## src/rtl/core/esc_pkg.sv

```systemverilog
// ----------------------------------------------------------------------------
// esc_pkg
// Shared types and constants for the epoch seconds to calendar converter.
// ----------------------------------------------------------------------------
package esc_pkg;

  localparam int unsigned SecsW  = 32;
  localparam int unsigned DaysW  = 16;
  localparam int unsigned RemW   = 17;
  localparam int unsigned YearW  = 12;
  localparam int unsigned MonthW = 4;
  localparam int unsigned DayW   = 5;
  localparam int unsigned HourW  = 5;
  localparam int unsigned MinW   = 6;

  // Seconds per day is 675 shifted left by 7, so whole days come from a
  // reciprocal multiply of the upper 25 bits by 2**35 / 675, rounded up.
  localparam int unsigned DayShift   = 7;
  localparam int unsigned DayOddW    = 10;
  localparam int unsigned RecipW     = 26;
  localparam int unsigned RecipShift = 35;

  localparam logic [DayOddW-1:0] DayOdd      = DayOddW'(675);
  localparam logic [RecipW-1:0]  DayRecip    = RecipW'(50903317);
  localparam logic [RemW-1:0]    SecsPerHour = RemW'(3600);
  localparam logic [RemW-1:0]    SecsPerMin  = RemW'(60);
  localparam logic [YearW-1:0]   BaseYear    = YearW'(1970);
  localparam logic [1:0]         BaseMod4    = 2'd2;
  localparam logic [6:0]         BaseMod100  = 7'd70;
  localparam logic [8:0]         BaseMod400  = 9'd370;
  localparam logic [MonthW-1:0]  LastMonth   = MonthW'(11);

  typedef struct packed {
    logic load;
    logic day_step;
    logic sod_step;
    logic year_step;
    logic month_step;
    logic time_step;
    logic out_load;
  } esc_cmd_t;

  typedef struct packed {
    logic year_done;
    logic month_done;
    logic time_done;
  } esc_sts_t;

  function automatic logic [DayW-1:0] month_days(logic [MonthW-1:0] m, logic leap);
    logic [DayW-1:0] len;
    case (m)
      4'd1:                      len = leap ? 5'd29 : 5'd28;
      4'd3, 4'd5, 4'd8, 4'd10:   len = 5'd30;
      default:                   len = 5'd31;
    endcase
    return len;
  endfunction

endpackage

```

## src/rtl/core/esc_stream_if.sv

```systemverilog
// ----------------------------------------------------------------------------
// esc_stream_if
// Valid/ready channels for the seconds input and the calendar result.
// ----------------------------------------------------------------------------
interface esc_in_if;
  logic        valid;
  logic        ready;
  logic [31:0] epoch_seconds;

  modport source (output valid, output epoch_seconds, input ready);
  modport sink   (input valid, input epoch_seconds, output ready);
endinterface

interface esc_out_if;
  logic        valid;
  logic        ready;
  logic [11:0] year;
  logic [3:0]  month;
  logic [4:0]  day_of_month;
  logic [4:0]  hour;
  logic [5:0]  minute;

  modport source (output valid, output year, output month, output day_of_month,
                  output hour, output minute, input ready);
  modport sink   (input valid, input year, input month, input day_of_month,
                  input hour, input minute, output ready);
endinterface

```

## src/rtl/core/esc_ctrl.sv

```systemverilog
// ----------------------------------------------------------------------------
// esc_ctrl
// Sequencer: day split, year walk, month walk and result hand-off.
// ----------------------------------------------------------------------------
module esc_ctrl import esc_pkg::*; (
  input  logic     clk_i,
  input  logic     rst_ni,
  input  logic     in_valid_i,
  output logic     in_ready_o,
  output logic     out_valid_o,
  input  logic     out_ready_i,
  input  esc_sts_t sts_i,
  output esc_cmd_t cmd_o
);

  typedef enum logic [5:0] {
    S_IDLE  = 6'b000001,
    S_DAYS  = 6'b000010,
    S_SOD   = 6'b000100,
    S_YEAR  = 6'b001000,
    S_MONTH = 6'b010000,
    S_OUT   = 6'b100000
  } esc_state_e;

  esc_state_e state_q, state_d;
  logic out_valid_q, out_valid_d;
  logic can_load;

  assign in_ready_o  = (state_q == S_IDLE);
  assign out_valid_o = out_valid_q;
  assign can_load    = !out_valid_q || out_ready_i;

  always_comb begin
    state_d = state_q;
    cmd_o   = '0;
    unique case (state_q)
      S_IDLE: begin
        if (in_valid_i) begin
          cmd_o.load = 1'b1;
          state_d    = S_DAYS;
        end
      end
      S_DAYS: begin
        cmd_o.day_step = 1'b1;
        state_d        = S_SOD;
      end
      S_SOD: begin
        cmd_o.sod_step = 1'b1;
        state_d        = S_YEAR;
      end
      S_YEAR: begin
        cmd_o.year_step = 1'b1;
        cmd_o.time_step = 1'b1;
        if (sts_i.year_done) begin
          state_d = S_MONTH;
        end
      end
      S_MONTH: begin
        cmd_o.month_step = 1'b1;
        cmd_o.time_step  = 1'b1;
        if (sts_i.month_done && sts_i.time_done) begin
          state_d = S_OUT;
        end
      end
      S_OUT: begin
        if (can_load) begin
          cmd_o.out_load = 1'b1;
          state_d        = S_IDLE;
        end
      end
      default: state_d = S_IDLE;
    endcase
  end

  always_comb begin
    out_valid_d = out_valid_q;
    if (cmd_o.out_load) begin
      out_valid_d = 1'b1;
    end else if (out_ready_i) begin
      out_valid_d = 1'b0;
    end
  end

  always_ff @(posedge clk_i or negedge rst_ni) begin
    if (!rst_ni) begin
      state_q     <= S_IDLE;
      out_valid_q <= 1'b0;
    end else begin
      state_q     <= state_d;
      out_valid_q <= out_valid_d;
    end
  end

endmodule

```

## src/rtl/core/esc_dp.sv

```systemverilog
// ----------------------------------------------------------------------------
// esc_dp
// Datapath: reciprocal multiply by seconds per day, year and month walkers,
// time-of-day subtractor and the result register.
// ----------------------------------------------------------------------------
module esc_dp import esc_pkg::*; (
  input  logic               clk_i,
  input  logic [SecsW-1:0]   secs_i,
  input  esc_cmd_t           cmd_i,
  output esc_sts_t           sts_o,
  output logic [YearW-1:0]   year_o,
  output logic [MonthW-1:0]  month_o,
  output logic [DayW-1:0]    day_o,
  output logic [HourW-1:0]   hour_o,
  output logic [MinW-1:0]    minute_o
);

  logic [SecsW-1:0]  secs_q, secs_d;
  logic [RemW-1:0]   rem_q, rem_d;
  logic [DaysW-1:0]  days_q, days_d;
  logic [YearW-1:0]  year_q, year_d;
  logic [1:0]        mod4_q, mod4_d;
  logic [6:0]        mod100_q, mod100_d;
  logic [8:0]        mod400_q, mod400_d;
  logic [MonthW-1:0] mon_q, mon_d;
  logic [HourW-1:0]  hour_q, hour_d;
  logic [MinW-1:0]   min_q, min_d;

  logic [YearW-1:0]  res_year_q;
  logic [MonthW-1:0] res_month_q;
  logic [DayW-1:0]   res_day_q;
  logic [HourW-1:0]  res_hour_q;
  logic [MinW-1:0]   res_min_q;

  logic [SecsW-DayShift+RecipW-1:0] recip_prod;
  logic [DaysW+DayOddW-1:0]         day_base;
  logic [DaysW+DayOddW-1:0]         sod_hi;
  logic              leap;
  logic [8:0]        year_len;
  logic [DayW-1:0]   mon_len;

  assign recip_prod = secs_q[SecsW-1:DayShift] * DayRecip;
  assign day_base   = days_q * DayOdd;
  assign sod_hi     = (DaysW + DayOddW)'(secs_q[SecsW-1:DayShift]) - day_base;
  assign leap     = (mod4_q == 2'd0) && ((mod100_q != 7'd0) || (mod400_q == 9'd0));
  assign year_len = leap ? 9'd366 : 9'd365;
  assign mon_len  = month_days(mon_q, leap);

  assign sts_o.year_done  = (days_q < DaysW'(year_len));
  assign sts_o.month_done = (mon_q == LastMonth) || (days_q < DaysW'(mon_len));
  assign sts_o.time_done  = (rem_q < SecsPerMin);

  always_comb begin
    secs_d   = secs_q;
    rem_d    = rem_q;
    days_d   = days_q;
    year_d   = year_q;
    mod4_d   = mod4_q;
    mod100_d = mod100_q;
    mod400_d = mod400_q;
    mon_d    = mon_q;
    hour_d   = hour_q;
    min_d    = min_q;
    if (cmd_i.load) begin
      secs_d   = secs_i;
      year_d   = BaseYear;
      mod4_d   = BaseMod4;
      mod100_d = BaseMod100;
      mod400_d = BaseMod400;
      mon_d    = '0;
      hour_d   = '0;
      min_d    = '0;
    end
    if (cmd_i.day_step) begin
      days_d = recip_prod[RecipShift +: DaysW];
    end
    if (cmd_i.sod_step) begin
      rem_d = {sod_hi[DayOddW-1:0], secs_q[DayShift-1:0]};
    end
    if (cmd_i.year_step && !sts_o.year_done) begin
      days_d   = days_q - DaysW'(year_len);
      year_d   = year_q + 1'b1;
      mod4_d   = mod4_q + 1'b1;
      mod100_d = (mod100_q == 7'd99) ? 7'd0 : mod100_q + 1'b1;
      mod400_d = (mod400_q == 9'd399) ? 9'd0 : mod400_q + 1'b1;
    end
    if (cmd_i.month_step && !sts_o.month_done) begin
      days_d = days_q - DaysW'(mon_len);
      mon_d  = mon_q + 1'b1;
    end
    if (cmd_i.time_step && !sts_o.time_done) begin
      if (rem_q >= SecsPerHour) begin
        rem_d  = rem_q - SecsPerHour;
        hour_d = hour_q + 1'b1;
      end else begin
        rem_d = rem_q - SecsPerMin;
        min_d = min_q + 1'b1;
      end
    end
  end

  always_ff @(posedge clk_i) begin
    secs_q   <= secs_d;
    rem_q    <= rem_d;
    days_q   <= days_d;
    year_q   <= year_d;
    mod4_q   <= mod4_d;
    mod100_q <= mod100_d;
    mod400_q <= mod400_d;
    mon_q    <= mon_d;
    hour_q   <= hour_d;
    min_q    <= min_d;
    if (cmd_i.out_load) begin
      res_year_q  <= year_q;
      res_month_q <= mon_q + 1'b1;
      res_day_q   <= days_q[DayW-1:0] + 1'b1;
      res_hour_q  <= hour_q;
      res_min_q   <= min_q;
    end
  end

  assign year_o   = res_year_q;
  assign month_o  = res_month_q;
  assign day_o    = res_day_q;
  assign hour_o   = res_hour_q;
  assign minute_o = res_min_q;

endmodule

```

## src/rtl/core/epoch_seconds_to_calendar.sv

```systemverilog
// Sequence: after the input beat, whole days and then the seconds of the day are
// split off, followed by the year walk (one year per cycle, up to 136 steps)
// and the month walk (up to 11 steps); hours and minutes are counted alongside.
// Throughput: one item at a time; a new beat is taken once the previous result
// sits in the output register, even while that result is still stalled.
// Reset: rst_ni is asynchronous, active low; it clears the sequencer and the
// output valid flag.
// ----------------------------------------------------------------------------
// epoch_seconds_to_calendar
// Converts unsigned epoch seconds to Gregorian year, month, day, hour, minute.
// ----------------------------------------------------------------------------
module epoch_seconds_to_calendar import esc_pkg::*; (
  input  logic      clk_i,
  input  logic      rst_ni,
  esc_in_if.sink    in_i,
  esc_out_if.source out_o
);

  esc_cmd_t cmd;
  esc_sts_t sts;
  logic     in_ready;
  logic     out_valid;

  esc_ctrl u_ctrl (
    .clk_i       (clk_i),
    .rst_ni      (rst_ni),
    .in_valid_i  (in_i.valid),
    .in_ready_o  (in_ready),
    .out_valid_o (out_valid),
    .out_ready_i (out_o.ready),
    .sts_i       (sts),
    .cmd_o       (cmd)
  );

  esc_dp u_dp (
    .clk_i    (clk_i),
    .secs_i   (in_i.epoch_seconds),
    .cmd_i    (cmd),
    .sts_o    (sts),
    .year_o   (out_o.year),
    .month_o  (out_o.month),
    .day_o    (out_o.day_of_month),
    .hour_o   (out_o.hour),
    .minute_o (out_o.minute)
  );

  assign in_i.ready  = in_ready;
  assign out_o.valid = out_valid;

endmodule

```

## src/flat_wrapper.sv

```systemverilog
// flat-port wrapper written by rule: the top's interface ports become plain ports
module epoch_seconds_to_calendar_flat import esc_pkg::*;
  (clk_i, rst_ni, in_i_valid, in_i_epoch_seconds, in_i_ready, out_o_valid, out_o_year, out_o_month, out_o_day_of_month, out_o_hour, out_o_minute, out_o_ready);
  esc_in_if in_i_i ();
  esc_out_if out_o_i ();
  input  logic clk_i;
  input  logic rst_ni;
  input wire logic [$bits(in_i_i.valid)-1:0] in_i_valid;
  input wire logic [$bits(in_i_i.epoch_seconds)-1:0] in_i_epoch_seconds;
  output wire logic [$bits(in_i_i.ready)-1:0] in_i_ready;
  output wire logic [$bits(out_o_i.valid)-1:0] out_o_valid;
  output wire logic [$bits(out_o_i.year)-1:0] out_o_year;
  output wire logic [$bits(out_o_i.month)-1:0] out_o_month;
  output wire logic [$bits(out_o_i.day_of_month)-1:0] out_o_day_of_month;
  output wire logic [$bits(out_o_i.hour)-1:0] out_o_hour;
  output wire logic [$bits(out_o_i.minute)-1:0] out_o_minute;
  input wire logic [$bits(out_o_i.ready)-1:0] out_o_ready;
  assign in_i_i.valid = in_i_valid;
  assign in_i_i.epoch_seconds = in_i_epoch_seconds;
  assign in_i_ready = in_i_i.ready;
  assign out_o_valid = out_o_i.valid;
  assign out_o_year = out_o_i.year;
  assign out_o_month = out_o_i.month;
  assign out_o_day_of_month = out_o_i.day_of_month;
  assign out_o_hour = out_o_i.hour;
  assign out_o_minute = out_o_i.minute;
  assign out_o_i.ready = out_o_ready;
  epoch_seconds_to_calendar u_core (.clk_i(clk_i), .rst_ni(rst_ni), .in_i(in_i_i), .out_o(out_o_i));
endmodule
```

## config.mk

```make
export PLATFORM = sky130hd
export DESIGN_NAME = epoch_seconds_to_calendar_flat
export DESIGN_NICKNAME = d
export VERILOG_FILES = /design/src/rtl/core/esc_pkg.sv /design/src/rtl/core/esc_stream_if.sv /design/src/rtl/core/esc_ctrl.sv /design/src/rtl/core/esc_dp.sv /design/src/rtl/core/epoch_seconds_to_calendar.sv /design/src/flat_wrapper.sv
export SDC_FILE = /design/constraint.sdc
export NUM_CORES = 1
export LEC_CHECK = 0
export ABC_CLOCK_PERIOD_IN_PS = 10900
export BUFFER_PORTS_ARGS = -buffer_cell sky130_fd_sc_hd__buf_2
export CAP_MARGIN = 25
export CORE_MARGIN = 4
export CORE_UTILIZATION = 65
export DETAILED_ROUTE_END_ITERATION = 10
export PLACE_DENSITY_LB_ADDON = 0.25
export SLEW_MARGIN = 25
export SYNTH_ARGS = -nofsm -noshare
export SYNTH_HDL_FRONTEND = slang
export SYNTH_SLANG_ARGS = --single-unit
export TNS_END_PERCENT = 100
```

## constraint.sdc

```tcl
create_clock -name clk_i -period 10.9 [get_ports clk_i]
set_input_delay 1.09 -clock clk_i [delete_from_list [all_inputs] [get_ports clk_i]]
set_output_delay 1.09 -clock clk_i [all_outputs]
set_load 0.02 [all_outputs]
```

==> flow_summary.toml <==
[outcome]
status = "complete, no violations"

[detailed_routing]
dr_wl_met3_um = 2770
wl_met2_um = 20100
firstDrtPassIters = 6
drt_iter0_markers = 1023
highest_layer = "met4"
wl_per_cell_um = 18.7
ant_nets = 0
wl_met1_um = 17800
drc = 0
vias = 12900
via_per_inst = 5.73
routed_wl_um = 42100

[setup_path]
cpLargestDelayFamily = "adder cells"
critPathMaxFanout = 12
rr_endpoint = "u_core.u_dp.days_q[12]$_DFFE_PP_"
crit_chain = "ha_1, inv_1, fa_1, fa_1, inv_1, fa_1, inv_1, fa_1, fa_1, fa_1, inv_1, ha_1, nand4_1, nor3_1, nand3_1, o2111ai_1, o21ai_0, a2111oi_0, a211oi_1, xor2_1, a221oi_1"
slowest_delay_ns = 0.85
critPathArrivalTime_ns = 7.54
r2r-start = "u_core.u_dp.secs_q[16]$_DFFE_PP_"
critPathRequiredTime_ns = 11.15
critical_path.endpoint = "u_core.u_dp.days_q[12]$_DFFE_PP_"
cp.depth = 21
worstSetupPathType = "reg -> reg"
reg2reg_slack_ns = 3.60
critPathBufInv = 4
cp-startpoint = "u_core.u_dp.secs_q[16]$_DFFE_PP_"
end_kind = "flip-flop"
crit_top_cell = "fa_1"
ff2ff_path_depth = 21
startpoint_type = "flip-flop"
critPathSlowestCell = "edfxtp_1"

[floorplanning]
core_area_um2 = 27100
die_w_um = 175
fp.dieH_um = 175
placementRows = 60
ioPinCount = 70
start_util = 0.665
die_area_um2 = 30500

[yosys]
synth_flop_cell = "edfxtp_1"
yosys-top-cells-area = "ha_1, edfxtp_1, fa_1"
syn_avg_cell_area_um2 = 10.1
yosys.area_share.xor_xnor = 0.0379
synth_compound_area_frac = 0.0907
yosys.area.top_type = "ha_1"
yosysWarnings = 0
synth-edff-count = 131
synth-seq-cells = 149
synth.top_cells.by_count = "inv_1, ha_1, fa_1"
yosys.area_share.simple = 0.0873
synthAdderAreaFrac = 0.451
synth.distinct_cells = 72
async_flop_share = 0.0470
netlist_instances = 1788
netlist_area_um2 = 18000
synth_top_family_by_area = "adder cells"
yosysMostFrequentCell = "inv_1"
synth_top_area_frac = 0.233
synth.mux.area_fraction = 0.00278
ys_seq_area_frac = 0.240
synth_nets = 2356

[finish]
syn_to_final_growth_pct = 7.67
fin_nets = 2430
drive_above_1_share = 0.0667
fillers = 2035

[global_routing]
grt_use_total = 0.286
grt_max_degree = 36
grt_overflow = 0
antenna_found_initial = 2
grt_pass1_wl_um = 68700
first_global_vias = 13400

[clocking]
cts_made_buffers = 17
hold_buffers = 0
cts_sinks = 149
cts.path.max_buffers = 2
htree_levels = 4
clock_latency_ns = 0.45
ctsResizeCount = 0
clock-root-buffer = "clkbuf_16"
clk_pin_slew_ns = 0.08
tritoncts = "done"
cts_setup_buffers = 0

[sta]
grt_setup_unrepaired = "false"
tightest_slew_ns = 0.773
min_period_over_period = 0.669
finalClockSkew_ns = 0.0222
slew_viol_final = 0
max_freq_mhz = 137
period_minus_slack_ns = 7.30
setup-tns-final_ns = 0
slew_headroom = 0.479
finalSetupViolCount = 0
hold_violations = 0

[place]
globalplace.congestion = 0.978
place_hpwl_um = 34100
port_buffers = 69

[run]
cap_violations = 0

[worst_hold_path]
min_path_type = "reg -> reg"
## final cells by class
cell class	instances	area [um^2]	share of cell area
Inverter	408	1530	0.0789
Timing Repair Buffer	77	409	0.0211
Clock inverter	15	159	0.00819
Tap cell	372	465	0.0240
Antenna cell	2	5.00	0.000258
Sequential cell	149	4330	0.223
Clock buffer	17	425	0.0219
Multi-Input combinational cell	1209	12100	0.623
## worst reg2reg max path: cells and delay by family (launching register included)
family / cells / cell delay [ns]
adders and majority gates: 8 / 3.71
AOI/OAI and AO/OA: 5 / 1.42
DFF: 1 / 0.85
buffers and inverters: 4 / 0.23
and+or+nand+nor: 3 / 0.68
xor gates and xnor gates: 1 / 0.19
## state kept, by name, summed over array words and instances (netlist names), 7 cells and up
signal                cells
u_core.u_dp.mod400_q      9
u_core.u_dp.days_q       16
u_core.u_dp.year_q       12
u_core.u_dp.year_o       12
u_core.u_dp.mod100_q      7
u_core.u_dp.secs_q       32
u_core.u_dp.rem_q        17
## how the worst min path moves through the flow
stage / start / endpoint / cells past startpoint
6_report: u_core.u_dp.hour_q[4]$_DFF_P_ / u_core.u_dp.hour_o[4]$_DFFE_PP_ / 0
5_1_grt: rst_ni / u_core.u_ctrl.state_q[4]$_DFFE_PN0P_ / 1
4_1_cts: rst_ni / u_core.u_ctrl.state_q[4]$_DFFE_PN0P_ / 1
3_5_place_dp: u_core.u_dp.hour_q[4]$_DFF_P_ / u_core.u_dp.hour_o[4]$_DFFE_PP_ / 0
3_3_place_gp: u_core.u_dp.hour_q[4]$_DFF_P_ / u_core.u_dp.hour_o[4]$_DFFE_PP_ / 0
2_1_floorplan: u_core.u_dp.hour_q[4]$_DFF_P_ / u_core.u_dp.hour_o[4]$_DFFE_PP_ / 0
## per-layer routing
| metal | global-route usage | vias to the layer above |
|---|---|---|
| met1 | 0.378 | 6213 |
| met3 | 0.0465 | 93 |
| met4 | 0.106 | 0 |
| met5 | 0 | - |
| li1 | - | 6109 |
| met2 | 0.478 | 473 |
## per-stage QoR
stage / cell area, um^2 / utilization / worst slack, ns / cells / hold WS [ns]
2_1_floorplan: 18000 / - / 4.73 / 1788 / 0.425
3_3_place_gp: 18800 / 0.694 / 3.95 / 2214 / 0.437
3_5_place_dp: 18800 / 0.694 / 3.80 / 2215 / 0.440
4_1_cts: 19400 / 0.716 / 3.74 / 2247 / 0.455
5_1_grt: 19400 / 0.716 / 3.27 / 2247 / 0.468
6_report: 19400 / 0.716 / 3.60 / 2249 / 0.455
## cells by family after synthesis
family	count (synthesis)
adder cells (fa/ha/maj)	532
buffers and inverters	430
AND/OR/NAND/NOR	331
AO/OA/AOI/OAI	263
flip-flops	149
XOR/XNOR	78
multiplexers	5
## placed cells by master (no fill, tap or decap), types with 11 or more instances in the layout
cell	Yosys	final
o21ai_0	69	68
a21oi_1	90	90
xnor2_1	44	44
nand2_1	101	101
clkbuf_16	0	17
a21o_1	11	11
inv_1	408	408
nand4_1	17	17
dfxtp_1	11	11
ha_1	336	336
nor3_1	21	21
and3_1	16	16
nand3_1	33	33
xor2_1	34	34
a211oi_1	15	15
fa_1	196	196
edfxtp_1	131	131
nor2_1	86	86
and2_1	12	12
buf_2	4	69
Power is not shown: default switching activity piles up to over one toggle a cycle in this logic, so the estimate is an artifact.
